==> src/rtl/core/slwm_pkg.sv <==
// shared types and constants for the segment list with merge
package slwm_pkg;

	localparam int APB_AW = 3;
	localparam logic CFG_MERGE_GAP = 1'b0;

	typedef enum logic [2:0] {
		CMD_CLEAR  = 3'd0,
		CMD_REMOVE = 3'd1,
		CMD_TRIM   = 3'd2,
		CMD_APPEND = 3'd3,
		CMD_MERGE  = 3'd4,
		CMD_INSERT = 3'd5,
		CMD_READ   = 3'd6
	} cmd_e;

	typedef enum logic [2:0] {
		ST_IDLE,
		ST_MOVE,
		ST_WRITE_NEW,
		ST_MERGE_RD,
		ST_MERGE_CMP,
		ST_READ_RD,
		ST_FINISH
	} state_e;

	typedef struct packed {
		logic        [15:0] xstart;
		logic signed [15:0] ystart;
		logic        [15:0] xend;
		logic signed [15:0] yend;
		logic        [7:0]  mode;
		logic signed [15:0] score;
	} seg_t;

	typedef struct packed {
		logic        [2:0]  command;
		logic        [4:0]  index;
		logic        [5:0]  amount;
		logic        [15:0] xstart;
		logic signed [15:0] ystart;
		logic        [15:0] xend;
		logic signed [15:0] yend;
		logic        [7:0]  seg_mode;
		logic signed [15:0] score;
	} cmd_t;

	typedef struct packed {
		logic               status;
		logic        [5:0]  length;
		logic        [15:0] out_xstart;
		logic signed [15:0] out_ystart;
		logic        [15:0] out_xend;
		logic signed [15:0] out_yend;
		logic        [7:0]  out_mode;
		logic signed [15:0] out_score;
	} rsp_t;

endpackage

==> src/rtl/core/slwm_if.sv <==
// request and response channel interfaces of the segment list
interface slwm_cmd_if;
	import slwm_pkg::*;
	logic valid;
	logic ready;
	cmd_t payload;
	modport source (output valid, output payload, input ready);
	modport sink (input valid, input payload, output ready);
endinterface

interface slwm_rsp_if;
	import slwm_pkg::*;
	logic valid;
	logic ready;
	rsp_t payload;
	modport source (output valid, output payload, input ready);
	modport sink (input valid, input payload, output ready);
endinterface

==> src/rtl/core/slwm_store.sv <==
// segment storage: one write port, one registered read port
module slwm_store #(
	parameter int DEPTH = 32,
	parameter int AW = 5
) (
	input  logic            clk,
	input  logic            we,
	input  logic [AW-1:0]   waddr,
	input  slwm_pkg::seg_t  wdata,
	input  logic            re,
	input  logic [AW-1:0]   raddr,
	output slwm_pkg::seg_t  rdata
);
	import slwm_pkg::*;

	seg_t mem_q [DEPTH];
	seg_t rdata_q;

	always_ff @(posedge clk) begin
		if (we) begin
			mem_q[waddr] <= wdata;
		end
	end

	always_ff @(posedge clk) begin
		if (re) begin
			rdata_q <= mem_q[raddr];
		end
	end

	assign rdata = rdata_q;

endmodule

==> src/rtl/core/segment_list_with_merge.sv <==
// segment list with merge: sequencer, entry mover and configuration port
// throughput: one request at a time, entries move one per cycle through the store's
// read and write ports (read one cycle, write the next, overlapped), so shifts set the rate
// reset: entry count and merge_gap clear; store contents stay undefined until written
module segment_list_with_merge #(
	parameter int CAPACITY = 32
) (
	input  logic                          clk,
	input  logic                          arst_n,
	input  logic                          psel,
	input  logic                          penable,
	input  logic                          pwrite,
	input  logic [slwm_pkg::APB_AW-1:0]   paddr,
	input  logic [31:0]                   pwdata,
	output logic [31:0]                   prdata,
	output logic                          pready,
	slwm_cmd_if.sink                      cmd,
	slwm_rsp_if.source                    rsp
);
	import slwm_pkg::*;

	// count needs to hold CAPACITY itself, addresses only reach CAPACITY-1
	localparam int CW = $clog2(CAPACITY + 1);
	localparam int AW = $clog2(CAPACITY);
	// working width for index/amount/count arithmetic (index + amount reaches 94)
	localparam int WW = ((CW > 7) ? CW : 7) + 1;

	// ---------------------------------------------------------------------
	// configuration register
	// ---------------------------------------------------------------------
	logic [15:0] gap_q;

	always_ff @(posedge clk or negedge arst_n) begin
		if (!arst_n) begin
			gap_q <= '0;
		end else if (psel && penable && pwrite && (paddr[2] == CFG_MERGE_GAP)) begin
			gap_q <= pwdata[15:0];
		end
	end

	assign pready = 1'b1;
	assign prdata = (paddr[2] == CFG_MERGE_GAP) ? {16'b0, gap_q} : 32'b0;

	// ---------------------------------------------------------------------
	// state
	// ---------------------------------------------------------------------
	state_e          state_q, state_d;
	logic [CW-1:0]   count_q, count_d;
	logic [CW-1:0]   rem_q, rem_d;         // moves still to issue
	logic [AW-1:0]   src_q, src_d;
	logic [AW-1:0]   dst_q, dst_d;
	logic            up_q, up_d;           // shift direction: toward higher addresses
	logic            new_pend_q, new_pend_d; // new segment written once moves finish
	logic [AW-1:0]   new_addr_q, new_addr_d;
	logic            wpend_s1, wpend_d;    // move read last cycle, write now
	logic [AW-1:0]   waddr_s1, waddr_d;
	logic            status_q, status_d;
	logic            rd_ok_q, rd_ok_d;
	logic [4:0]      idx_q, idx_d;
	seg_t            seg_q, seg_d;
	logic            out_valid_q, out_valid_d;
	rsp_t            out_q, out_d;

	// memory port
	logic            mem_we;
	logic [AW-1:0]   mem_waddr;
	seg_t            mem_wdata;
	logic            mem_re;
	logic [AW-1:0]   mem_raddr;
	seg_t            mem_rdata;

	slwm_store #(
		.DEPTH(CAPACITY),
		.AW(AW)
	) u_store (
		.clk  (clk),
		.we   (mem_we),
		.waddr(mem_waddr),
		.wdata(mem_wdata),
		.re   (mem_re),
		.raddr(mem_raddr),
		.rdata(mem_rdata)
	);

	// widened operands
	logic [WW-1:0]      idx_w, amt_w, cnt_w, diff_w, nc_w;
	logic               full;
	logic               do_push;
	// merge tests on the last entry, signed 18-bit differences
	logic signed [17:0] gap_v, len_v, lim_v;

	assign cmd.ready = (state_q == ST_IDLE);
	assign rsp.valid = out_valid_q;
	assign rsp.payload = out_q;

	assign idx_w = WW'(cmd.payload.index);
	assign amt_w = WW'(cmd.payload.amount);
	assign cnt_w = WW'(count_q);
	// count minus amount, floored at zero (trim, and the remove bound)
	assign diff_w = (cnt_w > amt_w) ? (cnt_w - amt_w) : '0;
	// remove never shrinks the list below the index
	assign nc_w = (diff_w < idx_w) ? idx_w : diff_w;
	assign full = (cnt_w >= WW'(CAPACITY));

	assign gap_v = $signed({2'b00, seg_q.xstart}) - $signed({2'b00, mem_rdata.xend});
	assign len_v = $signed({2'b00, mem_rdata.xend}) - $signed({2'b00, mem_rdata.xstart});
	assign lim_v = $signed({2'b00, gap_q});

	// ---------------------------------------------------------------------
	// sequencer: next state, memory port and datapath updates
	// ---------------------------------------------------------------------
	always_comb begin
		state_d     = state_q;
		count_d     = count_q;
		rem_d       = rem_q;
		src_d       = src_q;
		dst_d       = dst_q;
		up_d        = up_q;
		new_pend_d  = new_pend_q;
		new_addr_d  = new_addr_q;
		wpend_d     = 1'b0;
		waddr_d     = dst_q;
		status_d    = status_q;
		rd_ok_d     = rd_ok_q;
		idx_d       = idx_q;
		seg_d       = seg_q;
		out_d       = out_q;
		out_valid_d = out_valid_q && !rsp.ready;
		do_push     = 1'b0;

		// a move read last cycle lands this cycle
		mem_we    = wpend_s1;
		mem_waddr = waddr_s1;
		mem_wdata = mem_rdata;
		mem_re    = 1'b0;
		mem_raddr = src_q;

		case (state_q)
			ST_IDLE: begin
				if (cmd.valid) begin
					idx_d      = cmd.payload.index;
					seg_d      = '{xstart: cmd.payload.xstart, ystart: cmd.payload.ystart,
						xend: cmd.payload.xend, yend: cmd.payload.yend,
						mode: cmd.payload.seg_mode, score: cmd.payload.score};
					status_d   = 1'b0;
					rd_ok_d    = 1'b0;
					new_pend_d = 1'b0;
					state_d    = ST_FINISH;
					case (cmd.payload.command)
						CMD_CLEAR: begin
							count_d = '0;
						end
						CMD_REMOVE: begin
							if (idx_w < cnt_w) begin
								count_d = CW'(nc_w);
								if (nc_w > idx_w) begin
									// close the gap: pull entries down from index + amount
									src_d   = AW'(idx_w + amt_w);
									dst_d   = AW'(idx_w);
									rem_d   = CW'(nc_w - idx_w);
									up_d    = 1'b0;
									state_d = ST_MOVE;
								end
							end else begin
								status_d = 1'b1;
							end
						end
						CMD_TRIM: begin
							count_d = CW'(diff_w);
						end
						CMD_APPEND: begin
							do_push = 1'b1;
						end
						CMD_MERGE: begin
							if (count_q == '0) begin
								do_push = 1'b1;
							end else begin
								state_d = ST_MERGE_RD;
							end
						end
						CMD_INSERT: begin
							if (idx_w < cnt_w) begin
								new_pend_d = 1'b1;
								up_d       = !full;
								state_d    = ST_MOVE;
								if (full) begin
									// drop the oldest, slide 1..index-1 down, new one
									// lands just before the old entry at index
									src_d = AW'(1);
									dst_d = '0;
									if (idx_w == '0) begin
										rem_d      = '0;
										new_addr_d = '0;
									end else begin
										rem_d      = CW'(idx_w - WW'(1));
										new_addr_d = AW'(idx_w - WW'(1));
									end
								end else begin
									// open a hole at index, moving from the top down
									src_d      = AW'(cnt_w - WW'(1));
									dst_d      = AW'(cnt_w);
									rem_d      = CW'(cnt_w - idx_w);
									new_addr_d = AW'(idx_w);
									count_d    = CW'(cnt_w + WW'(1));
								end
							end else if (idx_w == cnt_w) begin
								do_push = 1'b1;
							end else begin
								status_d = 1'b1;
							end
						end
						CMD_READ: begin
							if (idx_w < cnt_w) begin
								state_d = ST_READ_RD;
							end else begin
								status_d = 1'b1;
							end
						end
						default: begin
							state_d = ST_FINISH;
						end
					endcase
				end
			end
			ST_MOVE: begin
				if (rem_q != '0) begin
					mem_re  = 1'b1;
					wpend_d = 1'b1;
					waddr_d = dst_q;
					rem_d   = rem_q - CW'(1);
					if (up_q) begin
						src_d = src_q - AW'(1);
						dst_d = dst_q - AW'(1);
					end else begin
						src_d = src_q + AW'(1);
						dst_d = dst_q + AW'(1);
					end
				end else if (!wpend_s1) begin
					state_d = new_pend_q ? ST_WRITE_NEW : ST_FINISH;
				end
			end
			ST_WRITE_NEW: begin
				mem_we    = 1'b1;
				mem_waddr = new_addr_q;
				mem_wdata = seg_q;
				state_d   = ST_FINISH;
			end
			ST_MERGE_RD: begin
				mem_re    = 1'b1;
				mem_raddr = AW'(cnt_w - WW'(1));
				state_d   = ST_MERGE_CMP;
			end
			ST_MERGE_CMP: begin
				state_d = ST_FINISH;
				if (gap_v <= lim_v) begin
					// close enough: stretch the last segment to the new end
					mem_we    = 1'b1;
					mem_waddr = AW'(cnt_w - WW'(1));
					mem_wdata = mem_rdata;
					mem_wdata.xend = seg_q.xend;
					mem_wdata.yend = seg_q.yend;
				end else if (len_v <= lim_v) begin
					// last segment is short: replace it
					mem_we    = 1'b1;
					mem_waddr = AW'(cnt_w - WW'(1));
					mem_wdata = seg_q;
				end else begin
					do_push = 1'b1;
				end
			end
			ST_READ_RD: begin
				mem_re    = 1'b1;
				mem_raddr = AW'(idx_q);
				rd_ok_d   = 1'b1;
				state_d   = ST_FINISH;
			end
			ST_FINISH: begin
				if (!out_valid_q || rsp.ready) begin
					out_valid_d       = 1'b1;
					out_d             = '0;
					out_d.status      = status_q;
					out_d.length      = 6'(count_q);
					if (rd_ok_q) begin
						out_d.out_xstart = mem_rdata.xstart;
						out_d.out_ystart = mem_rdata.ystart;
						out_d.out_xend   = mem_rdata.xend;
						out_d.out_yend   = mem_rdata.yend;
						out_d.out_mode   = mem_rdata.mode;
						out_d.out_score  = mem_rdata.score;
					end
					state_d = ST_IDLE;
				end
			end
			default: begin
				state_d = ST_IDLE;
			end
		endcase

		// push to the tail; a full list first drops the oldest entry
		if (do_push) begin
			if (full) begin
				src_d      = AW'(1);
				dst_d      = '0;
				rem_d      = CW'(CAPACITY - 1);
				up_d       = 1'b0;
				new_addr_d = AW'(CAPACITY - 1);
				new_pend_d = 1'b1;
				state_d    = ST_MOVE;
			end else begin
				new_addr_d = AW'(cnt_w);
				count_d    = CW'(cnt_w + WW'(1));
				state_d    = ST_WRITE_NEW;
			end
		end
	end

	always_ff @(posedge clk or negedge arst_n) begin
		if (!arst_n) begin
			state_q <= ST_IDLE;
		end else begin
			state_q <= state_d;
		end
	end

	always_ff @(posedge clk or negedge arst_n) begin
		if (!arst_n) begin
			count_q     <= '0;
			rem_q       <= '0;
			new_pend_q  <= 1'b0;
			wpend_s1    <= 1'b0;
			out_valid_q <= 1'b0;
			status_q    <= 1'b0;
			rd_ok_q     <= 1'b0;
		end else begin
			count_q     <= count_d;
			rem_q       <= rem_d;
			new_pend_q  <= new_pend_d;
			wpend_s1    <= wpend_d;
			out_valid_q <= out_valid_d;
			status_q    <= status_d;
			rd_ok_q     <= rd_ok_d;
		end
	end

	// payload and pointers
	always_ff @(posedge clk) begin
		src_q      <= src_d;
		dst_q      <= dst_d;
		up_q       <= up_d;
		new_addr_q <= new_addr_d;
		waddr_s1   <= waddr_d;
		idx_q      <= idx_d;
		seg_q      <= seg_d;
		out_q      <= out_d;
	end

endmodule

==> src/flat_wrapper.sv <==
// flat-port wrapper written by rule: the top's interface ports become plain ports
module segment_list_with_merge_flat import slwm_pkg::*;
#(
	parameter int CAPACITY = 32
)
  (clk, arst_n, psel, penable, pwrite, paddr, pwdata, prdata, pready, cmd_valid, cmd_payload, cmd_ready, rsp_valid, rsp_payload, rsp_ready);
  slwm_cmd_if cmd_i ();
  slwm_rsp_if rsp_i ();
  input  logic clk;
  input  logic arst_n;
  input  logic psel;
  input  logic penable;
  input  logic pwrite;
  input  logic [slwm_pkg::APB_AW-1:0] paddr;
  input  logic [31:0] pwdata;
  output logic [31:0] prdata;
  output logic pready;
  input wire logic [$bits(cmd_i.valid)-1:0] cmd_valid;
  input wire logic [$bits(cmd_i.payload)-1:0] cmd_payload;
  output wire logic [$bits(cmd_i.ready)-1:0] cmd_ready;
  output wire logic [$bits(rsp_i.valid)-1:0] rsp_valid;
  output wire logic [$bits(rsp_i.payload)-1:0] rsp_payload;
  input wire logic [$bits(rsp_i.ready)-1:0] rsp_ready;
  assign cmd_i.valid = cmd_valid;
  assign cmd_i.payload = cmd_payload;
  assign cmd_ready = cmd_i.ready;
  assign rsp_valid = rsp_i.valid;
  assign rsp_payload = rsp_i.payload;
  assign rsp_i.ready = rsp_ready;
  segment_list_with_merge #(.CAPACITY(CAPACITY)) u_core (.clk(clk), .arst_n(arst_n), .psel(psel), .penable(penable), .pwrite(pwrite), .paddr(paddr), .pwdata(pwdata), .prdata(prdata), .pready(pready), .cmd(cmd_i), .rsp(rsp_i));
endmodule
==> config.mk <==
export PLATFORM = sky130hd
export DESIGN_NAME = segment_list_with_merge_flat
export DESIGN_NICKNAME = d
export VERILOG_FILES = /design/src/rtl/core/slwm_pkg.sv /design/src/rtl/core/slwm_if.sv /design/src/rtl/core/slwm_store.sv /design/src/rtl/core/segment_list_with_merge.sv /design/src/flat_wrapper.sv
export SDC_FILE = /design/constraint.sdc
export NUM_CORES = 2
export LEC_CHECK = 0
export BUFFER_PORTS_ARGS = -buffer_cell sky130_fd_sc_hd__buf_2
export CAP_MARGIN = 20
export CORE_MARGIN = 4
export CORE_UTILIZATION = 55
export CTS_CLUSTER_DIAMETER = 120
export CTS_CLUSTER_SIZE = 20
export DETAILED_ROUTE_END_ITERATION = 16
export PLACE_DENSITY = 0.71
export SYNTH_ARGS = -nofsm -noshare
export SYNTH_HDL_FRONTEND = slang
export SYNTH_HIERARCHICAL = 1
export SYNTH_SLANG_ARGS = --single-unit
export TNS_END_PERCENT = 10
==> constraint.sdc <==
create_clock -name clk -period 13.9 [get_ports clk]
set_input_delay 1.39 -clock clk [delete_from_list [all_inputs] [get_ports clk]]
set_output_delay 1.39 -clock clk [all_outputs]
set_load 0.03 [all_outputs]
# == Yosys cells after proc, flatten, opt, wreduce, memory -nomap -nowiden ==
# Memory sizes are Yosys's and may differ from the RTL's. A register that Yosys moved wholly into a read port is not among the register bits.
# Index checks and enable logic that the tools add are counted.
# totals
register_bits,245
mem_bits_rw,2816
inputBits,144
out_inout_bits,130
wordCells,207
mem_count,1
# op_classes
n_addsub,14
n_lt_le_gt_ge,7
n_eq_ne,18
muxes,111
bitwise,1
reduce_logical,26
# mem_list
name,depth,width,rd,rd_clocked_by_memory_dff,write_ports,line_no,text
u_core.u_store.mem_q,32,88,1,1,1,slwm_store.sv:16,seg_t mem_q [DEPTH];
# ops
op,n
88-bit 2-to-1 mux,2
88-bit case mux with 2 select lines,1
5-bit 2-to-1 mux,28
6-bit 2-to-1 mux,16
5-bit case mux with 2 select lines,6
18-bit by 17-bit <= comparator with 1-bit output,2
16-bit by 16-bit subtractor with 17-bit output,2
1-bit 2-to-1 mux,31
3-bit 2-to-1 mux,10
6-bit case mux with 2 select lines,2
6-bit case mux with 4 select lines,1
"3-bit == test, second input constant",6
16-bit 2-to-1 mux,1
8-bit 2-to-1 mux,2
3-bit case mux with 5 select lines,1
"5-bit by 1-bit subtractor with 5-bit output, second input constant",3
"3-bit by 2-bit == test with 1-bit output, second input constant",4
1-bit case mux with 2 select lines,6
3-bit case mux with 4 select lines,1
6-bit by 5-bit subtractor with 6-bit output,2
"5-bit by 1-bit adder with 5-bit output, second input constant",2
2-bit nonzero test,5
8-bit by 5-bit greater-than comparator with 1-bit output,1
8-bit logical NOT,1
other kinds (28),41

# == Depth between registers and ports, before layout ==
# logic_depth
word_depth,12
mapped_depth,26
ltp_nobuf,25

# == Cells and area by module ==
# Netlist, hierarchy kept.
# by_module_without_submodules
mod,instances,cells_per_inst,area_each_um2,seq_area_each_um2
slwm_store,1,5145,109687.7,87203.6
segment_list_with_merge,1,1368,14584.0,7016.7

# == Least setup slack after synthesis ==
# No wires, ideal clock.
# synth_path
path_type,register -> register
startpoint,register u_core/seg_q[72] (netlist name)
endpoint,memory u_core/u_store/mem_q[17][0] (netlist name) (enable)
setup_time_ns,0.536
arrival_ns,8.686
required_time_ns,13.364
slack_ns,4.679
stages_incl_launch_ff,26
synth_period_minus_slack_ns,9.221
path_cell_list,edfxtp_1 > inv_1 > ha_1 > inv_1 > fa_1 > a21oi_1 > nor2_1 > o21ai_0 > a31oi_1 > a21o_1 > a21o_1 > a21o_1 > a21oi_1 > xnor2_1 > ha_1 > nand2_1 > nor4_1 > o31ai_1 > nand4b_1 > o211ai_1 > o21ai_2 > o21ai_2 > clkbuf_1 > o221ai_1 > or3b_2 > nor2_1
# synth_rtl
element,line_no,text
from (decl),segment_list_with_merge.sv:60,"seg_t seg_q, seg_d;"
from (signal assigned),segment_list_with_merge.sv:353,seg_q <= seg_d;
16-bit by 16-bit subtractor with 17-bit output,segment_list_with_merge.sv:105,"assign gap_v = $signed({2'b00, seg_q.xstart}) - $signed({2'b00, mem_rdata.xend});"
18-bit by 17-bit <= comparator with 1-bit output,segment_list_with_merge.sv:255,if (gap_v <= lim_v) begin
5-bit 2-to-1 mux,segment_list_with_merge.sv:255,
5-bit case mux with 2 select lines,segment_list_with_merge.sv:138,case (state_q)
net u_core.mem_waddr[4],segment_list_with_merge.sv:66,logic [AW-1:0] mem_waddr;
to (decl),slwm_store.sv:16,
# The timed path passes the listed nets, and every way through them passes these cells.

# == Worst setup path after layout ==
# layout_path
startpoint,register u_core/seg_q[72] (netlist name)
endpoint,memory u_core/u_store/mem_q[16][25] (netlist name) (enable)
# Same word-level chain as after synthesis.

==> results_dict.tcl <==
set metrics [dict create \
    status "finished clean" \
    worst_ep_required_time_ns 14.36 \
    grt_max_degree 142 \
    area.growth.synth_to_final_pct 8.14 \
    hold_buffers 0 \
    synth-edff-count 3097 \
    path_class "flop to flop" \
    worst_slew_pin_slew_ns 1.22 \
    crit_arrival_ns 10.31 \
    wl_um 318000 \
    end_kind "flop" \
    io_buffer_count 238 \
    synth_top_area_share_pct 74.8 \
    synth-seq-cells 3149 \
    grt.overflow.total 0 \
    wl_per_cell_um 32.5 \
    fp.dieH_um 483 \
    seq_area_frac_synth_pct 75.8 \
    drive_gt1_share_pct 16.2 \
    avgViaCountPerCell 6.64 \
    maxCapViolCount 0 \
    post_cts_resized 0 \
    dieArea_um2 234000 \
    dr.pass1.iters 6 \
    yosysWarnings 6 \
    place_ws_ns 4.27 \
    synth_ff_type "edfxtp_1" \
    setup_viol 0 \
    peakVddDrop_mv 0.178 \
    row_count 174 \
    initial_utilization_pct 55.3 \
    gp_congestion 0.880 \
    fillers 15900 \
    clk_latency_ns 0.86 \
    mostFrequentLayoutCell "edfxtp_1" \
    grt_pass1_wl_um 454000 \
    mostFrequentLayoutCells "edfxtp_1 (3,097), mux2i_1 (703), a22oi_1 (471)" \
    max_slew_margin_pct 18.4 \
    synth_area_um2 124000 \
    synthArstFlopShare_pct 1.14 \
    cts_tree "done" \
    synth.area.top_cells "edfxtp_1 (75%), mux4_2 (6.4%), mux2i_1 (5.7%)" \
    yosys.cell_types.count 88 \
    min_period_ns 9.85 \
    skew_ns 0.0403 \
    synth_top_area_cell "edfxtp_1" \
    avgSynthCellArea_um2 19.1 \
    numCtsBuffers 176 \
    core_area_um2 225000 \
    gr-usage-all-layers_pct 26.8 \
    dr_total_vias 64900 \
    grt_pass1_vias 63400 \
    ios 274 \
    finalNetCount 6994 \
    die_x_um 483 \
    ant_nets 0 \
    clock.fmax_mhz 102 \
    power_leakage_uw 0.0435 \
    grt_setup_unrepaired "false" \
    hpwlAfterDp_um 173000 \
    hp-class "flop to flop" \
    cp-start-kind "flop" \
    cts_setup_buffers 0 \
    drtIter0Drc 8235 \
    cts.sinks 3149 \
    cts_buffer_depth 3 \
    cts_root_buf "clkbuf_16" \
    p_per_area_nw_per_um2 208 \
    worst_slack_ns 4.05 \
    h-tree-depth 4 \
    path_max_fanout 41 \
    drc 0 \
    drv_slew 0 \
    clk_pin_slew_worst_paths_ns 0.10 \
    fin_crit_sh_pct 70.9 \
    syn_inst 6513 \
    antenna_found_initial 17 \
    setup_tns_ns 0 \
    hold_viol 0 \
]
-- worst paths after layout --
| kind | to | slack [ns] | startpoint | cells after the start |
|---|---|---|---|---|
| max | u_core/u_store/mem_q[16][25]$_DFFE_PP_ | 4.05 | u_core/seg_q[72]$_DFFE_PP_ | 27 |
| min | u_core/waddr_s1[4]$_DFF_P_ | 0.38 | u_core/dst_q[4]$_DFF_P_ | 0 |
| min in group asynchronous | u_core/status_q$_DFFE_PN0P_ | 0.65 | arst_n | 1 |
| max in group asynchronous | u_core/rd_ok_q$_DFFE_PN0P_ | 12.50 | arst_n | 1 |
| max reg2reg | u_core/u_store/mem_q[16][25]$_DFFE_PP_ | 4.05 | u_core/seg_q[72]$_DFFE_PP_ | 27 |
| min reg2reg | u_core/waddr_s1[4]$_DFF_P_ | 0.38 | u_core/dst_q[4]$_DFF_P_ | 0 |
-- flip-flops by register name, summed over array words and instances (netlist names), 6 cells and up --
| name | count |
|---|---|
| u_core/count_q | 6 |
| u_core/gap_q | 16 |
| u_core/rem_q | 6 |
| u_core/rsp.payload | 95 |
| u_core/seg_q | 88 |
| u_core/u_store/mem_q | 2816 |
| u_core/u_store/rdata | 88 |
-- synth_stat cells, types with 10 or more instances --
library cell     n
a21o_1          26
a21oi_1         80
a22o_1          52
a22oi_1        471
a31oi_1         69
and2_1         101
buf_1           14
buf_2          126
buf_4           48
buf_6           20
clkbuf_1       152
dfrtp_1         36
dfxtp_1         16
edfxtp_1      3097
ha_1            99
inv_1           90
mux2_1          40
mux2_2          38
mux2i_1        703
mux4_2         353
nand2_1        115
nand2b_1        14
nand3_1        193
nand4_1         54
nor2_1         119
nor2b_1         29
nor3_1          22
o211ai_1        14
o21ai_0         83
o221ai_1        12
o22ai_1         19
or3_1           10
xnor2_1         25
xor2_1          24
-- metrics by stage --
step           hold slack, ns  cells  area (um2)  utilization (%)  power, uW
2_1_floorplan           0.351   6528      124000                -      19600
3_3_place_gp            0.364   9532      129000             57.4      22500
3_5_place_dp            0.361   9537      129000             57.5      22800
4_1_cts                 0.383   9746      134000             59.6      27900
5_1_grt                 0.385   9770      134000             59.8      29100
6_report                0.382   9774      134000             59.8      28000
-- cells by family (layout without fill, tap and decap cells) --
family                     count (synthesis)  after routing  synth area share [%]
other                                      2             25               0.00604
DFF                                     3149           3149                  75.8
and+or+nand+nor                          704            704                  2.90
AOI/OAI and AO/OA                        912            912                  5.25
adders and majority gates                108            108                  1.13
muxes                                   1134           1134                  12.8
buffers and inverters                    455            701                  1.78
xor gates and xnor gates                  49             49                 0.345
-- power breakdown --
part | internal [uW] | leakage, uW | total, uW | switching [uW]
registers | 12900 | 0.0286 | 13200 | 325
logic | 3130 | 0.0126 | 9520 | 6390
clock network | 2360 | 0.00234 | 5230 | 2870
total | 18400 | 0.0435 | 28000 | 9590
-- per-layer routing --
layer  track usage [%]  up-vias  routed length [um]
li1                  -    26900                   -
met1              38.9    34000              126000
met2              42.5     3554              151000
met3              4.60      473               31600
met4              7.65       10                9660
met5                 0        -                  60
-- critical path, cell delays in order (launching register included) --
cell and delay [ns]:
edfxtp_1 0.40, inv_1 0.07, ha_1 0.14, inv_1 0.08
fa_1 0.41, a21oi_1 0.20, nor2_1 0.10, o21ai_0 0.44
a31oi_1 0.24, a21o_1 0.23, a21o_1 0.20, a21o_1 0.19
a21oi_1 0.17, xnor2_1 0.08, ha_1 0.30, nand2_1 0.09
nor4_1 0.62, o31ai_1 0.26, nand4b_1 0.18, o211ai_1 0.21
o21ai_2 0.42, o21ai_4 0.26, buf_4 0.46, o221ai_1 0.70
or3b_2 0.64, nor2_4 0.38, buf_4 0.93, buf_4 0.90
-- cell type report --
cell class              instances  area, um2  area share (%)
flip-flops and latches       3149      94200            70.1
multi-input cells            2924      28400            21.1
clock buffers                 197       4610            3.43
well taps                    2992       3740            2.79
repair buffers                400       2860            2.13
inverters                      92        350           0.261
clock inverters                12        171           0.128
diodes                          8       20.0          0.0149
Note: power is estimated with default switching activity, not from simulation.
